## src/rtl/assert_macros.svh

```systemverilog
// Assertion macros used by the top-level scan driver RTL.
`ifndef ASSERT_MACROS_SVH
`define ASSERT_MACROS_SVH
`ifndef SYNTHESIS
`define ASSERT_CLK(lbl, prop, msg) \
  lbl: assert property (@(posedge clk_i) disable iff (!rst_ni) (prop)) else $error(msg);
`define ASSERT_NEVER(lbl, cond, msg) \
  `ASSERT_CLK(lbl, !(cond), msg)
`else
`define ASSERT_CLK(lbl, prop, msg)
`define ASSERT_NEVER(lbl, cond, msg)
`endif
`endif

```

## src/rtl/ssd_pkg.sv

```systemverilog
`timescale 1ns / 1ps
package ssd_pkg;

  localparam int unsigned DIGIT_COUNT = 8;
  localparam int unsigned MEM_DEPTH   = 8;
  localparam int unsigned IDX_W       = 3;
  localparam int unsigned CODE_W      = 5;
  localparam int unsigned WORD_W      = 16;

  localparam logic [CODE_W-1:0] BLANK_CODE  = 5'd23;
  localparam logic [CODE_W-1:0] GLYPH_COUNT = 5'd25;
  localparam logic [7:0]        POINT_SEG   = 8'h80;
  localparam logic [15:0]       HALF_RESET  = 16'd500;

  typedef enum logic [1:0] {
    ACT_TICK  = 2'd0,
    ACT_SHOW  = 2'd1,
    ACT_WRITE = 2'd2
  } action_e;

  typedef enum logic [1:0] {
    CFG_FLASH = 2'd0,
    CFG_POINT = 2'd1,
    CFG_HALF  = 2'd2
  } cfg_index_e;

  typedef struct packed {
    logic              en;
    logic [IDX_W-1:0]  addr;
    logic [CODE_W-1:0] data;
  } mem_wr_t;

  typedef struct packed {
    logic              load;
    logic [WORD_W-1:0] word;
  } word_req_t;

  function automatic logic [7:0] glyph_seg(input logic [CODE_W-1:0] code);
    logic [7:0] seg;
    unique case (code)
      5'd0:    seg = 8'h3F;
      5'd1:    seg = 8'h06;
      5'd2:    seg = 8'h5B;
      5'd3:    seg = 8'h4F;
      5'd4:    seg = 8'h66;
      5'd5:    seg = 8'h6D;
      5'd6:    seg = 8'h7D;
      5'd7:    seg = 8'h07;
      5'd8:    seg = 8'h7F;
      5'd9:    seg = 8'h6F;
      5'd10:   seg = 8'h77;
      5'd11:   seg = 8'h7C;
      5'd12:   seg = 8'h39;
      5'd13:   seg = 8'h5E;
      5'd14:   seg = 8'h79;
      5'd15:   seg = 8'h71;
      5'd16:   seg = 8'h76;
      5'd17:   seg = 8'h38;
      5'd18:   seg = 8'h37;
      5'd19:   seg = 8'h3E;
      5'd20:   seg = 8'h73;
      5'd21:   seg = 8'h5C;
      5'd22:   seg = 8'h40;
      default: seg = 8'h00;
    endcase
    return seg;
  endfunction

endpackage

```

## src/rtl/ssd_ram.sv

```systemverilog
`timescale 1ns / 1ps
module ssd_ram #(
  parameter int unsigned WIDTH = 8,
  parameter int unsigned DEPTH = 8
) (
  input  logic                     clk_i,
  input  logic                     we_i,
  input  logic [$clog2(DEPTH)-1:0] waddr_i,
  input  logic [WIDTH-1:0]         wdata_i,
  input  logic                     re_i,
  input  logic [$clog2(DEPTH)-1:0] raddr_i,
  output logic [WIDTH-1:0]         rdata_o
);

  logic [WIDTH-1:0] mem_q [DEPTH];
  logic [WIDTH-1:0] rdata_q;

  always_ff @(posedge clk_i) begin
    if (we_i) begin
      mem_q[waddr_i] <= wdata_i;
    end
    if (re_i) begin
      rdata_q <= mem_q[raddr_i];
    end
  end

  assign rdata_o = rdata_q;

endmodule

```

## src/rtl/ssd_show.sv

```systemverilog
`timescale 1ns / 1ps
module ssd_show (
  input  logic           clk_i,
  input  logic           rst_ni,
  input  logic           start_i,
  input  logic [15:0]    value_i,
  output logic           busy_o,
  output ssd_pkg::mem_wr_t wr_o
);

  logic                       busy_q, busy_d;
  logic [ssd_pkg::IDX_W-1:0]  step_q, step_d;
  logic [15:0]                cur_q, cur_d;
  logic [31:0]                prod;
  logic [12:0]                quot;
  logic [15:0]                rem;

  // Divide by ten with a reciprocal; exact for every 16-bit value.
  assign prod = 32'(cur_q) * 32'd52429;
  assign quot = prod[31:19];
  assign rem  = cur_q - ((16'(quot) << 3) + (16'(quot) << 1));

  always_comb begin
    busy_d = busy_q;
    step_d = step_q;
    cur_d  = cur_q;
    if (start_i) begin
      busy_d = 1'b1;
      step_d = '0;
      cur_d  = value_i;
    end else if (busy_q) begin
      step_d = step_q + 3'd1;
      cur_d  = 16'(quot);
      if (step_q == 3'(ssd_pkg::MEM_DEPTH - 1)) begin
        busy_d = 1'b0;
      end
    end
  end

  always_ff @(posedge clk_i or negedge rst_ni) begin
    if (!rst_ni) begin
      busy_q <= 1'b0;
      step_q <= '0;
    end else begin
      busy_q <= busy_d;
      step_q <= step_d;
    end
  end

  always_ff @(posedge clk_i) begin
    cur_q <= cur_d;
  end

  // A digit above the units blanks once nothing remains of the number.
  always_comb begin
    wr_o.en   = busy_q;
    wr_o.addr = step_q;
    if ((step_q != '0) && (cur_q == '0)) begin
      wr_o.data = ssd_pkg::BLANK_CODE;
    end else begin
      wr_o.data = {1'b0, rem[3:0]};
    end
  end

  assign busy_o = busy_q;

endmodule

```

## src/rtl/ssd_shift.sv

```systemverilog
`timescale 1ns / 1ps
module ssd_shift (
  input  logic              clk_i,
  input  logic              rst_ni,
  input  ssd_pkg::word_req_t req_i,
  output logic              full_o,
  output logic              out_valid_o,
  input  logic              out_ready_i,
  output logic              out_bit_o,
  output logic              out_last_o
);

  logic                       pw_q;
  logic [ssd_pkg::WORD_W-1:0] pw_word_q;
  logic                       sh_valid_q;
  logic [ssd_pkg::WORD_W-1:0] sh_word_q;
  logic [3:0]                 sh_cnt_q;
  logic                       fire, last, take;

  assign fire = sh_valid_q & out_ready_i;
  assign last = (sh_cnt_q == 4'(ssd_pkg::WORD_W - 1));
  assign take = pw_q & (~sh_valid_q | (fire & last));

  always_ff @(posedge clk_i or negedge rst_ni) begin
    if (!rst_ni) begin
      pw_q       <= 1'b0;
      sh_valid_q <= 1'b0;
      sh_cnt_q   <= '0;
    end else begin
      if (take) begin
        pw_q <= 1'b0;
      end
      if (req_i.load) begin
        pw_q <= 1'b1;
      end
      if (take) begin
        sh_valid_q <= 1'b1;
        sh_cnt_q   <= '0;
      end else if (fire) begin
        if (last) begin
          sh_valid_q <= 1'b0;
        end
        sh_cnt_q <= sh_cnt_q + 4'd1;
      end
    end
  end

  always_ff @(posedge clk_i) begin
    if (req_i.load) begin
      pw_word_q <= req_i.word;
    end
    if (take) begin
      sh_word_q <= pw_word_q;
    end else if (fire) begin
      sh_word_q <= {sh_word_q[ssd_pkg::WORD_W-2:0], 1'b0};
    end
  end

  assign full_o      = pw_q;
  assign out_valid_o = sh_valid_q;
  assign out_bit_o   = sh_word_q[ssd_pkg::WORD_W-1];
  assign out_last_o  = last;

endmodule

```

## src/rtl/seven_segment_scan_driver.sv

```systemverilog
`timescale 1ns / 1ps
// Scan tick: the first bit is offered after the composing register and the one-word buffer,
// then one bit per cycle while the output is ready; 16 bits per tick. A new tick is taken
// while the shifter still sends a word, once the buffer is free. Show: one decimal digit and
// one digit RAM write per cycle. Write: one RAM write. Reset clears control state, masks,
// blink state, valid bits (half_q: HALF_RESET); an unwritten digit reads as its own index.
`include "assert_macros.svh"
module seven_segment_scan_driver (
  input  logic        clk_i,
  input  logic        rst_ni,
  input  logic        s_axis_tvalid_i,
  output logic        s_axis_tready_o,
  // tdata: number_value[15:0], digit_index[18:16], glyph_code[23:19]
  input  logic [23:0] s_axis_tdata_i,
  // tuser: action[1:0]
  input  logic [1:0]  s_axis_tuser_i,
  output logic        m_axis_tvalid_o,
  input  logic        m_axis_tready_i,
  // tdata: serial_bit[0], zero padding above
  output logic [7:0]  m_axis_tdata_o,
  // tlast: latch_now
  output logic        m_axis_tlast_o,
  input  logic        cfg_valid_i,
  output logic        cfg_ready_o,
  input  logic [1:0]  cfg_index_i,
  input  logic [15:0] cfg_data_i
);

  logic [7:0]  flash_q, point_q;
  logic [15:0] half_q;
  logic [15:0] blink_cnt_q, blink_cnt_d;
  logic        blink_on_q, blink_on_d;
  logic [ssd_pkg::IDX_W-1:0] scan_q, scan_d;
  logic [ssd_pkg::MEM_DEPTH-1:0] valid_q;

  logic        in_fire, tick_fire, show_fire, write_fire;
  logic        show_busy, pw_full;
  logic [15:0] cnt_inc;
  logic [ssd_pkg::IDX_W:0] scan_inc;

  logic        s1_q;
  logic [ssd_pkg::IDX_W-1:0] s1_digit_q;
  logic        s1_vbit_q, s1_blank_q, s1_point_q;

  ssd_pkg::mem_wr_t   show_wr, mem_wr;
  ssd_pkg::word_req_t word_req;
  logic [ssd_pkg::CODE_W-1:0] rdata, code;
  logic [7:0]  seg, sel;

  assign cfg_ready_o     = 1'b1;
  assign s_axis_tready_o = ~show_busy & ~s1_q & ~pw_full;
  assign in_fire    = s_axis_tvalid_i & s_axis_tready_o;
  assign tick_fire  = in_fire & (s_axis_tuser_i == ssd_pkg::ACT_TICK);
  assign show_fire  = in_fire & (s_axis_tuser_i == ssd_pkg::ACT_SHOW);
  assign write_fire = in_fire & (s_axis_tuser_i == ssd_pkg::ACT_WRITE);

  always_ff @(posedge clk_i or negedge rst_ni) begin
    if (!rst_ni) begin
      flash_q <= '0;
      point_q <= '0;
      half_q  <= ssd_pkg::HALF_RESET;
    end else if (cfg_valid_i) begin
      unique case (cfg_index_i)
        ssd_pkg::CFG_FLASH: flash_q <= cfg_data_i[7:0];
        ssd_pkg::CFG_POINT: point_q <= cfg_data_i[7:0];
        ssd_pkg::CFG_HALF:  half_q  <= cfg_data_i;
        default: ;
      endcase
    end
  end

  // Blink phase and scan pointer move on a tick; the new values feed this tick's word.
  assign cnt_inc  = blink_cnt_q + 16'd1;
  assign scan_inc = {1'b0, scan_q} + 4'd1;

  always_comb begin
    blink_cnt_d = blink_cnt_q;
    blink_on_d  = blink_on_q;
    scan_d      = scan_q;
    if (tick_fire) begin
      blink_cnt_d = cnt_inc;
      if (cnt_inc >= half_q) begin
        blink_cnt_d = '0;
        blink_on_d  = ~blink_on_q;
      end
      if (scan_inc >= 4'(ssd_pkg::DIGIT_COUNT)) begin
        scan_d = '0;
      end else begin
        scan_d = scan_inc[ssd_pkg::IDX_W-1:0];
      end
    end
  end

  always_comb begin
    if (show_busy) begin
      mem_wr = show_wr;
    end else begin
      mem_wr.en   = write_fire;
      mem_wr.addr = s_axis_tdata_i[18:16];
      mem_wr.data = s_axis_tdata_i[23:19];
    end
  end

  always_ff @(posedge clk_i or negedge rst_ni) begin
    if (!rst_ni) begin
      blink_cnt_q <= '0;
      blink_on_q  <= 1'b0;
      scan_q      <= '0;
      valid_q     <= '0;
      s1_q        <= 1'b0;
    end else begin
      blink_cnt_q <= blink_cnt_d;
      blink_on_q  <= blink_on_d;
      scan_q      <= scan_d;
      s1_q        <= tick_fire;
      if (mem_wr.en) begin
        valid_q[mem_wr.addr] <= 1'b1;
      end
    end
  end

  always_ff @(posedge clk_i) begin
    if (tick_fire) begin
      s1_digit_q <= scan_d;
      s1_vbit_q  <= valid_q[scan_d];
      s1_blank_q <= ~blink_on_d & flash_q[scan_d];
      s1_point_q <= point_q[scan_d];
    end
  end

  ssd_ram #(
    .WIDTH(ssd_pkg::CODE_W),
    .DEPTH(ssd_pkg::MEM_DEPTH)
  ) u_codes (
    .clk_i  (clk_i),
    .we_i   (mem_wr.en),
    .waddr_i(mem_wr.addr),
    .wdata_i(mem_wr.data),
    .re_i   (tick_fire),
    .raddr_i(scan_d),
    .rdata_o(rdata)
  );

  ssd_show u_show (
    .clk_i  (clk_i),
    .rst_ni (rst_ni),
    .start_i(show_fire),
    .value_i(s_axis_tdata_i[15:0]),
    .busy_o (show_busy),
    .wr_o   (show_wr)
  );

  always_comb begin
    code = s1_vbit_q ? rdata : {2'b00, s1_digit_q};
    sel  = ~(8'd1 << s1_digit_q);
    if (s1_blank_q) begin
      seg = 8'h00;
    end else begin
      seg = ssd_pkg::glyph_seg(code) | (s1_point_q ? ssd_pkg::POINT_SEG : 8'h00);
    end
    word_req.load = s1_q;
    word_req.word = {sel, seg};
  end

  ssd_shift u_shift (
    .clk_i      (clk_i),
    .rst_ni     (rst_ni),
    .req_i      (word_req),
    .full_o     (pw_full),
    .out_valid_o(m_axis_tvalid_o),
    .out_ready_i(m_axis_tready_i),
    .out_bit_o  (m_axis_tdata_o[0]),
    .out_last_o (m_axis_tlast_o)
  );

  assign m_axis_tdata_o[7:1] = '0;

  `ASSERT_NEVER(a_s1_into_full, s1_q && pw_full, "composed word found the buffer full")
  `ASSERT_CLK(a_s1_lands, s1_q |=> pw_full, "composed word did not reach the buffer")
  `ASSERT_NEVER(a_wr_on_read, mem_wr.en && tick_fire, "digit RAM write collides with a tick")
  `ASSERT_CLK(a_show_len, show_fire |=> show_busy, "show did not start its sequence")

endmodule
```

## config.mk

```make
export PLATFORM = sky130hd
export DESIGN_NAME = seven_segment_scan_driver
export DESIGN_NICKNAME = d
export VERILOG_FILES = /design/src/rtl/ssd_pkg.sv /design/src/rtl/ssd_ram.sv /design/src/rtl/ssd_show.sv /design/src/rtl/ssd_shift.sv /design/src/rtl/seven_segment_scan_driver.sv
export VERILOG_INCLUDE_DIRS = /design/src /design/src/rtl
export SDC_FILE = /design/constraint.sdc
export NUM_CORES = 1
export LEC_CHECK = 0
export ABC_AREA = 1
export BUFFER_PORTS_ARGS = -buffer_cell sky130_fd_sc_hd__buf_2
export CORE_UTILIZATION = 30
export CTS_CLUSTER_DIAMETER = 120
export DETAILED_ROUTE_END_ITERATION = 6
export HOLD_SLACK_MARGIN = 0.12
export PLACE_DENSITY_LB_ADDON = 0.15
export SKIP_CTS_REPAIR_TIMING = 1
export SYNTH_ARGS = -nofsm -noshare
export SYNTH_HDL_FRONTEND = slang
export SYNTH_SLANG_ARGS = --single-unit
```

## constraint.sdc

```tcl
create_clock -name clk_i -period 8.3 [get_ports clk_i]
set_clock_uncertainty 0.2 [all_clocks]
set_input_delay 0.415 -clock clk_i [delete_from_list [all_inputs] [get_ports clk_i]]
set_output_delay 0.415 -clock clk_i [all_outputs]
set_load 0.01 [all_outputs]
```

=== Word level (Yosys, flattened, before mapping) ===
Memories as Yosys holds them, arrays and structs flattened. A register that Yosys moved wholly into a read port is not among the register bits.
Index checks and enable logic that the tools add are counted.

* Word-level logic and storage cells: 112
* Bits of input ports: 49
* Output and inout bits: 12
* Register bits: 125
* Memories: 2
* Memory bits (writable): 40
* ROM bits: 224

* Muxes and demuxes: 36
* Add/subtract/negate cells: 6
* Multiply operators: 1
* Shift operators: 1
* Order comparisons: 5
* Bitwise gates (word level): 20
* Reductions and logical operators: 14
* Equality and inequality tests: 6

{| class="wikitable"
|+ Memory list
! memory !! words !! width !! read ports !! clocked after Yosys merged registers in !! wr ports !! line !! RTL
|-
| (no name shown) || 32 || 7 || 1 || 0 || 0 || ssd_pkg.sv:40 || <nowiki>unique case (code)</nowiki>
|-
| u_codes.mem_q || 8 || 5 || 1 || 1 || 1 || ssd_ram.sv:15 || <nowiki>logic [WIDTH-1:0] mem_q [DEPTH];</nowiki>
|}

{| class="wikitable"
|+ Operators with widths
! cell !! count
|-
| two-way mux 16 bit || 5
|-
| multiplier 16 x 16 -> 32 bit (second input constant) || 1
|-
| adder 16 x 1 -> 16 bit (second input constant) || 1
|-
| >= comparator 16 bit || 1
|-
| logical NOT 16 bit || 1
|-
| two-way mux 1 bit || 16
|-
| two-way mux 8 bit || 2
|-
| bitwise OR 8 bit || 2
|-
| two-way mux 3 bit || 4
|-
| bitwise AND 1 bit || 10
|-
| two-way mux 5 bit || 2
|-
| binary-select mux 1 bit (select 3 bit) || 3
|-
| two-way mux 9 bit || 1
|-
| less-than comparator 3 x 4 -> 1 bit (second input constant) || 2
|-
| two-way mux 4 bit || 2
|-
| inverter 8 bit || 1
|-
| AND reduction 2 bit || 4
|-
| nonzero test 2 bit || 4
|-
| left shift 1 x 3 -> 8 bit (first input constant) || 1
|-
| inverter 1 bit || 6
|-
| adder 3 x 1 -> 4 bit (second input constant) || 1
|-
| adder 4 x 1 -> 4 bit (second input constant) || 1
|-
| adder 4 bit || 1
|-
| == test 2 x 1 -> 1 bit (second input constant) || 2
|-
| 12 further kinds || 15
|}

=== Logic depth before layout (Yosys ltp) ===
Gate-level depths: netlist of run 1.

* Depth in word-level cells: 11
* Mapped depth: 29
* Gate-level depth less buffers: 29

=== Hierarchy ===
Synthesis of run 1 repeated with hierarchy kept, for this count alone.

* Cells, all modules: 1629
* Area total of the unflattened synthesis: 13953.4 µm²

{| class="wikitable"
|+ By module, submodules not included
! module !! cells each !! seq. area each (µm²) !! times used !! area each (µm²)
|-
| ssd_show || 761 || 580.6 || 1 || 6269.8
|-
| seven_segment_scan_driver || 546 || 1714.1 || 1 || 4200.3
|-
| ssd_ram || 195 || 1351.3 || 1 || 1963.1
|-
| ssd_shift || 127 || 1111.1 || 1 || 1520.2
|}

=== Least setup slack after synthesis of run 1 ===
Ideal clock, no wire load.

* Path kind: flip-flop to flip-flop
* Start point: register u_show.cur_q[8]
* End point: memory u_codes.mem_q[0][3] (netlist name) (data pin)
* Arrival: 5.577 ns
* Library setup time: 0.283 ns
* Path buffers: 0
* Cell stages (with the launch flop): 27
* Clock period less this slack: 6.060 ns
* Path slack: 2.240 ns
* Cell sequence: edfxtp_1 > inv_1 > ha_1 > fa_1 > inv_1 > fa_1 > fa_1 > inv_1 > fa_1 > inv_1 > fa_1 > inv_1 > ha_1 > a21oi_1 > a21boi_0 > a21boi_0 > nand2_1 > xor2_1 > ha_1 > xnor2_1 > inv_1 > nand3_1 > nand2_1 > nor2_1 > nor2_1 > nand2_1 > nand2_1

{| class="wikitable"
|+ RTL lines
! what !! line !! RTL
|-
| from (decl) || ssd_show.sv:13 || <nowiki>logic [15:0] cur_q, cur_d;</nowiki>
|-
| from (signal assigned) || ssd_show.sv:51 || <nowiki>cur_q <= cur_d;</nowiki>
|-
| to (decl) || ssd_ram.sv:15 ||
|}

==> results.md, run 1 <==
- Status: finished clean
- Worst Reg2Reg Path Length in Cells: 26
- Gr ovfl total: 0
- CTS max path bufs: 2
- Final Max Tran Viols: 0
- Worst Hold Endpoint: u_show.cur_q[1]
- Top-area cell type share of the netlist area: 0.223
- Vias post-DR: roughly 9700
- First-pass GRT wire length: 54.7 mm
- Mapped cell area: ~13000 um^2
- Most numerous cell in the Yosys netlist: inv_1
- Initial core utilization: 0.307
- Arr. time, crit path: about 6.6 ns
- Hold path cells: 3
- Post-route DRC: 0
- Die area: 45300 um^2
- Fmax: 0.151 GHz
- Minimum hold slack: 0.143 ns
- Yosys cell types: 50
- Mapped Cells: between 1000 and 1500
- Max-Cap Viols: 0
- Post-synth top area cell: edfxtp_1
- Commonest cells post-synth: 303 x inv_1, 267 x nand2_1, 171 x ha_1, 99 x edfxtp_1, 95 x nor2_1
- Reg2Reg Setup Slack: 1.67 ns
- R2R Path Start: u_show.cur_q[4]
- RSZ-0062 raised after global routing: false
- Fin crit period: 6.63 ns
- Slowest stage cell, crit path: fa_1
- CP bufs+invs: 6
- Clock latency reported for the late side of the worst-skew pair: 0.46 ns
- Final Cycle Share: 0.799
- HPWL after DPL: 27.2 mm
- Crit Path Max Fanout: 8
- Final ANT Viol Nets: 0
- Critical Path RT: 8.27 ns
- Met3 global-route usage: 0.0272
- Final WL: 33.9 mm
- Worst Tran Pin Value: 1.14 ns
- Clk sinks: 170
- FF+latch count, synth: 170
- Final Hold Fails: 0
- Vias in the first global route: between 9000 and 10000
- Top Family by Delay on Critical Path: adder cells
- Hold Crit Class: primary input to flip-flop
- CTS H-tree depth: 4
- Crit path largest cell delay: approximately 0.55 ns
- Startpoint Class: flip-flop
- CP Class: flip-flop to flip-flop
- Global Route met2 Usage: 0.244
- Core Area: 43500 um^2
- Die X: 213 um
- Largest net degree at the start of global routing: a little under 50
- Setup tns final: 0 ns
- Initial DRC count: 507
- Met1 Resource Use GR: 0.237
- Nature of the critical path endpoint: flip-flop
- Share of post-route cells with drive strength above 1: 0.0787
- Initial antenna violation count: 0
- Top_reg_cell synth: edfxtp_1
- WL/cell: ~16 um
- Post-synthesis sequential area ratio: 0.356
- Post-synth ARST share: 0.418
- IO buf count: 52
- Simple-Gate Fraction of Synth Area: 0.153
- Compound-Gate Fraction of Synth Area: 0.0895
- Largest family of logic cells by synthesized area: adder cells
- Most crowded layer after global routing: met2
- CTS tree: built
- Xor/xnor share of the synthesized area: 0.0177
- Via count normalized by instance count: 4.48
- R2r endpoint: u_codes.mem_q[3][3]
- Root buf cell: clkbuf_16
- Worst Min Path Start: s_axis_tdata_i[1]
- EDFF count, synth: 99
- Total inserted antenna cells: 0
- # rows: 76
- Syn. warnings: 0
- Clock transition at path regs: 0.07 ns
- Setup violators final: 0
- Synth-to-layout area growth: 12.7%
- Final nets: between 1500 and 2000
- Mean area per synthesized cell: 8.94 um^2
- Overall Global Routing Usage: 0.160
- Mux cell area share after synthesis: 0
- Die Y: ~210 um
- Top post-synthesis cells by area: edfxtp_1 22%, ha_1 16%, dfrtp_1 12%
- Synth Area in Adders: 0.280
- CTS Buf Count: 17
- Slew headroom: 0.237
- Gpl congestion: 0.889
- Top cell by count, worst path: inv_1
- IO Pins: 61
- DRT Pass-1 Iters: 5
## state kept, by name (all words and copies together), names as in the netlist, 3 cells and up
register           cells
u_codes.mem_q         40
blink_cnt_q           16
half_q                16
u_shift.pw_word_q     16
u_shift.sh_word_q     16
u_show.cur_q          16
flash_q                8
point_q                8
valid_q                8
u_codes.rdata_o        5
u_shift.sh_cnt_q       4
s1_digit_q             3
scan_q                 3
u_show.step_q          3
## worst min-delay path, stage by stage
cell	delay (ns)
buf_2	0.08
nand2_1	0.06
nand2_1	0.12
## layer usage
layer | share of wire | wire length (um)
met4 | 0.0083 | 280
met3 | 0.026 | 892
met2 | 0.44 | 14800
met5 | 0 | 0
met1 | 0.53 | 17900
## per-stage QoR
stage | area [um^2] | std cells | setup WS [ns] | util
after global routing | 15000 | 2161 | 1.15 | 0.346
final | 15000 | 2161 | 1.67 | 0.346
after CTS | 14800 | 2137 | 1.66 | 0.341
after detailed placement | 14200 | 2105 | 1.70 | 0.327
after global placement | 14200 | 2105 | 1.74 | 0.327
after floorplan | 13400 | 1499 | 2.24 | -
## final cells by class
type                       instances  area (um^2)
multi-input combinational        981         7250
timing repair buffer              80          533
sequential                       170         4760
inverter                         313         1180
clock buffer                      18          429
clock inverter                    14          161
fill                            4513        28400
tap                              585          732
## cells by family after synthesis
| logic type | Yosys count |
|---|---|
| xor+xnor | 27 |
| fa+ha+maj | 251 |
| flops | 170 |
| other cells | 2 |
| compound gates | 211 |
| buf+inv | 348 |
| simple gates | 484 |
## cell usage in the layout, fill, tap and decap left out, types with 6 or more instances in the layout
| cell | synthesis | layout |
|---|---|---|
| fa_1 | 80 | 80 |
| o211ai_1 | 9 | 9 |
| dlygate4sd3_1 | 0 | 24 |
| conb_1 | 2 | 8 |
| o21bai_1 | 10 | 10 |
| edfxtp_1 | 99 | 99 |
| nor2_1 | 95 | 95 |
| a21oi_1 | 54 | 54 |
| nand4_1 | 9 | 9 |
| o21ai_0 | 93 | 93 |
| or2_2 | 14 | 14 |
| clkbuf_16 | 0 | 17 |
| inv_1 | 303 | 303 |
| inv_2 | 6 | 6 |
| buf_2 | 10 | 51 |
| nand3_1 | 66 | 66 |
| o21ai_1 | 8 | 8 |
| dfrtp_1 | 65 | 65 |
| dfstp_2 | 6 | 6 |
| ha_1 | 171 | 171 |
| o22ai_1 | 13 | 13 |
| nor3_1 | 14 | 14 |
| nand2_1 | 267 | 267 |
| xor2_1 | 22 | 22 |
## worst max-delay path by stage
| stage | start | end | depth (start not counted) |
|---|---|---|---|
| after global placement | u_show.cur_q[8] | u_codes.mem_q[0][3] | 26 |
| after global routing | u_show.cur_q[9] | u_codes.mem_q[6][3] | 26 |
| final | u_show.cur_q[4] | u_codes.mem_q[3][3] | 26 |
| after floorplan | u_show.cur_q[8] | u_codes.mem_q[0][3] | 26 |
| after CTS | u_show.cur_q[4] | u_codes.mem_q[3][3] | 26 |
| after detailed placement | u_show.cur_q[5] | u_codes.mem_q[0][3] | 26 |
Power of run 1 is left out: the tool's default activity adds up to more than one toggle a clock period on the data nets, which glitch-free logic cannot reach.
==> run 2, diff against run 1 <==
==> constraint.sdc (replaced) <==
create_clock -name clk_i -period 6.92 [get_ports clk_i]
set_clock_uncertainty 0.2 [all_clocks]
set_input_delay 0.346 -clock clk_i [delete_from_list [all_inputs] [get_ports clk_i]]
set_output_delay 0.346 -clock clk_i [all_outputs]
set_load 0.01 [all_outputs]
==> run 2 against run 1 <==
Flip-flop and latch count did not move. Sequential share of layout area fell by 0.34 points. Setup slack got worse by 1.3 ns. Register-to-register slack got worse by 1.3 ns. Final cell count rose by 0.79%. Non-clock buffer count rose by 17. Fmax rose by 1.5%. Critical path depth fell by 6.
==> results.md, run 2 (synthesized netlist as in run 1, its figures left out) <==
- Fin crit period: 6.53 ns
- IO buf count: 52
- Clock transition at path regs: 0.07 ns
- R2R Path Start: u_show.cur_q[8]
- WL/cell: 15.6 um
- Setup tns final: 0 ns
- Vias in the first global route: 9790
- First-pass GRT wire length: 54.6 mm
- Overall Global Routing Usage: 0.160
- Largest net degree at the start of global routing: 66
- Worst Reg2Reg Path Length in Cells: 20
- Fin area: 15200 um^2
- Critical Path End: u_codes.mem_q[4][2]
- Minimum hold slack: 0.139 ns
- Clock latency reported for the late side of the worst-skew pair: between 0.4 and 0.5 ns
- Via count normalized by instance count: 4.54
- Post-route DRC: 0
- Final nets: 1880
- Worst Tran Pin Value: between 1 and 1.5 ns
- Slew headroom: 0.175
- Vias post-DR: approximately 9900
- CP Class: flip-flop to flip-flop
- CTS Buf Count: 17
- Most flops, register: u_codes.mem_q
- HPWL after DPL: 27.2 mm
- Status: finished clean
- Die X: 213 um
- Final Max Tran Viols: 0
- # rows: 76
- Startpoint Class: flip-flop
- Max reg flops: 40
- Final Cycle Share: 0.944
- Die Y: approximately 210 um
- Initial antenna violation count: 1
- Clk sinks: 170
- Max-Cap Viols: 0
- CTS tree: built
- Arr. time, crit path: 6.50 ns
- Setup violators final: 0
- Critical Path RT: 6.88 ns
- Initial core utilization: 0.307
- Worst setup startpoint: u_show.cur_q[8]
- R2r endpoint: u_codes.mem_q[4][2]
- Hold Crit Class: primary input to flip-flop
- Final Hold Fails: 0
- Hold path cells: 3
- Synth-to-layout area growth: 13.9%
- CTS H-tree depth: 4
- Crit Path Max Fanout: 8
- Total inserted antenna cells: 0
- Share of post-route cells with drive strength above 1: 0.0873
- Nature of the critical path endpoint: flip-flop
- Cell Area, Placed: 14200 um^2
- Gpl congestion: 0.877
- DRT Pass-1 Iters: 5
- Die area: 45300 um^2
- Gr ovfl total: 0
- Worst Min Path Start: s_axis_tdata_i[9]
- Commonest non-fill, non-tap cell in the layout: inv_1
- Reg2Reg Setup Slack: 0.39 ns
- Initial DRC count: 497
- IO Pins: 61
- Fill cell count: between 4000 and 5000
- Final ANT Viol Nets: 0
- Commonest cells after routing, fill and taps aside: 303 x inv_1, 266 x nand2_1, 171 x ha_1, 99 x edfxtp_1, 95 x nor2_1
- CTS max path bufs: 2
- Fmax: 0.153 GHz
- Final WL: 34.1 mm
- RSZ-0062 raised after global routing: false
- Root buf cell: clkbuf_16
- Core Area: 43500 um^2
[run 2: per-stage QoR]
stage	cells	util	setup WS (ns)
3_3_place_gp	2110	0.328	0.306
4_1_cts	2142	0.341	0.211
5_1_grt	2178	0.350	0.0260
2_1_floorplan	1499	-	0.860
3_5_place_dp	2110	0.328	0.245
6_report	2178	0.350	0.388
[run 2: cell type report]
| class | count | area [um^2] | area share |
|---|---|---|---|
| Clock buffer | 17 | 425 | 0.0280 |
| Timing Repair Buffer | 97 | 678 | 0.0446 |
| Sequential cell | 170 | 4760 | 0.313 |
| Multi-Input combinational cell | 981 | 7270 | 0.478 |
| Tap cell | 585 | 732 | 0.0481 |
| Clock inverter | 15 | 164 | 0.0108 |
| Inverter | 313 | 1180 | 0.0776 |
[run 2: how the worst min path moves through the flow]
stage	endpoint	slack [ns]
after global routing	u_show.cur_q[9]	0.13
after global placement	u_shift.sh_cnt_q[3]	-0.03
after detailed placement	u_shift.sh_cnt_q[3]	-0.04
after floorplan	blink_cnt_q[0]	-0.15
after CTS	u_shift.full_o	-0.53
final	u_show.cur_q[9]	0.14
[run 2: worst max-delay path, stage by stage (launching register included)]
cell and delay, ns:
edfxtp_1 0.44, inv_1 0.11, ha_1 0.37, fa_1 0.56
inv_1 0.07, fa_1 0.52, fa_1 0.55, inv_1 0.06
fa_1 0.54, inv_1 0.06, fa_1 0.53, inv_1 0.04
ha_1 0.35, a21oi_1 0.19, a21boi_0 0.19, a21boi_2 0.20
nand2_1 0.09, xor2_1 0.16, ha_1 0.31, xor2_1 0.17
a21oi_1 0.52
[run 2: layer usage]
metal  track usage  wire length, um
met1         0.236            17300
met4        0.0380              401
met3        0.0296             1500
met2         0.240            14800
met5             0                0
Power of run 2 is left out for the same reason.
==> run 3, diff against run 2 <==
--- a/config.mk
+++ b/config.mk
@@ -8,7 +8,9 @@
 export LEC_CHECK = 0
 export ABC_AREA = 1
 export BUFFER_PORTS_ARGS = -buffer_cell sky130_fd_sc_hd__buf_2
-export CORE_UTILIZATION = 30
+export CORE_MARGIN = 2
+export CORE_UTILIZATION = 33
+export CTS_BUF_LIST = sky130_fd_sc_hd__clkbuf_4 sky130_fd_sc_hd__clkbuf_8
 export CTS_CLUSTER_DIAMETER = 120
 export DETAILED_ROUTE_END_ITERATION = 6
 export HOLD_SLACK_MARGIN = 0.12
==> run 3 against run 2 <==
Count of clock-buffer cells in the layout unchanged. Global-route usage up 0.66 points. Routed wire length down 1.1%. Register-to-register slack better by 0.06 ns. Sequential share of layout area up 0.52 points. Critical path depth up 1. Die area down 7.2%. Core utilization up 2.6 points. Setup slack better by 0.062 ns. Largest cell class unchanged. Highest routed layer unchanged.
==> results.md, run 3 (synthesized netlist as in run 1, its figures left out) <==
- Clk sinks: 170
- Worst Tran Pin Value: approximately 1.1 ns
- Fmax: approximately 0.15 GHz
- Synth-to-layout area growth: 12.0%
- Die X: 205 um
- Setup tns final: 0 ns
- Gpl congestion: 0.905
- Crit Path Max Fanout: 8
- Die Y: 205 um
- Critical Path End: u_codes.mem_q[2][2]
- Worst Reg2Reg Path Length in Cells: 21
- Initial antenna violation count: 0
- Placed Instances: 2048
- Register area: 4760 um^2
- Die area: 42100 um^2
- Fill cell count: around 4200
- Share of post-route cells with drive strength above 1: 0.0879
- Slew headroom: 0.245
- Clock latency reported for the late side of the worst-skew pair: 0.51 ns
- Clock transition at path regs: 0.10 ns
- Via count normalized by instance count: 4.64
- IO Pins: 61
- # rows: 73
- RSZ-0062 raised after global routing: false
- Nature of the critical path endpoint: flip-flop
- Fin cells: 2117
- Initial DRC count: 505
- Final Cycle Share: 0.935
- CTS tree: built
- Startpoint Class: flip-flop
- Area occupied by multi-input gates: 7290 um^2
- DRT Pass-1 Iters: 7
- Final nets: 1879
- Most flops, register: u_codes.mem_q
- Setup Slack @ Placement: approximately 0.25 ns
- Critical Path RT: 6.95 ns
- Overall Global Routing Usage: 0.167
- Commonest non-fill, non-tap cell in the layout: inv_1
- Status: finished clean
- Vias in the first global route: 9526
- Arr. time, crit path: 6.50 ns
- Largest net degree at the start of global routing: 72
- Gr ovfl total: 0
- Total inserted antenna cells: 0
- Root buf cell: clkbuf_8
- CTS Buf Count: 17
- Core Area: ~40000 um^2
- HPWL after DPL: around 27 mm
- Vias post-DR: about 10000
- Reg2Reg Setup Slack: 0.45 ns
- First-pass GRT wire length: 53.1 mm
- CP Class: flip-flop to flip-flop
- Hold Crit Class: primary input to flip-flop
- Final Max Tran Viols: 0
- WL/cell: ~16 um
- Fin crit period: 6.47 ns
- R2R Path Start: u_show.cur_q[8]
- Worst setup margin: 0.449 ns
- IO buf count: 52
- Final ANT Viol Nets: 0
- CTS H-tree depth: 4
- R2r endpoint: u_codes.mem_q[2][2]
- Commonest cells after routing, fill and taps aside: 303 x inv_1, 265 x nand2_1, 171 x ha_1, 99 x edfxtp_1, 95 x nor2_1
- Max reg flops: 40
- Post-route DRC: 0
- Worst setup startpoint: u_show.cur_q[8]
- Final WL: between 30 and 40 mm
- CTS max path bufs: 2
- Initial core utilization: 0.335
- Setup violators final: 0
- Max-Cap Viols: 0
- Final Hold Fails: 0
[run 3: per-stage QoR]
step | hold slack, ns | area (um^2) | utilization
floorplan | -0.150 | 13400 | -
global placement | 0.247 | 14200 | 0.355
detailed placement | 0.247 | 14200 | 0.355
CTS | -0.228 | 14600 | 0.365
global route | 0.121 | 15000 | 0.375
finish | 0.134 | 15000 | 0.375
[run 3: worst max-delay path: stages, from the launching register on]
cell and delay (ns):
edfxtp_1 0.42, inv_1 0.10, ha_1 0.36, fa_1 0.57, inv_1 0.06, fa_1 0.53, fa_1 0.56, inv_1 0.06
fa_1 0.53, inv_1 0.06, fa_1 0.53, inv_1 0.04, ha_1 0.38, nand2_2 0.16, inv_1 0.05, a21boi_0 0.17
a21boi_2 0.20, nand2_1 0.12, xor2_2 0.16, ha_1 0.31, xor2_1 0.17, a21oi_1 0.45
[run 3: routing by layer]
layer  GRT usage  part of all wire  vias to the layer above
met5           0                 0                        -
met4      0.0362             0.012                        0
met3      0.0325             0.035                       29
met2       0.249              0.44                      153
met1       0.248              0.51                     4695
li1            -                 -                     4939
[run 3: worst min path at each step]
| stage | from | to | cells past startpoint |
|---|---|---|---|
| after global placement | valid_q[0] | valid_q[0] | 2 |
| after global routing | s_axis_tdata_i[9] | u_show.cur_q[9] | 3 |
| final | s_axis_tuser_i[0] | blink_cnt_q[12] | 4 |
| after CTS | rst_ni | u_shift.sh_cnt_q[0] | 1 |
| after detailed placement | valid_q[0] | valid_q[0] | 2 |
| after floorplan | rst_ni | blink_cnt_q[0] | 0 |
[run 3: cell type report]
| cell class | instances | share of cell area |
|---|---|---|
| clock buffers | 17 | 0.0156 |
| clock inverters | 15 | 0.0109 |
| repair buffers | 96 | 0.0450 |
| inverters | 313 | 0.0789 |
| multi-input cells | 981 | 0.487 |
| well taps | 525 | 0.0439 |
| flip-flops and latches | 170 | 0.318 |
Power of run 3 is left out for the same reason.
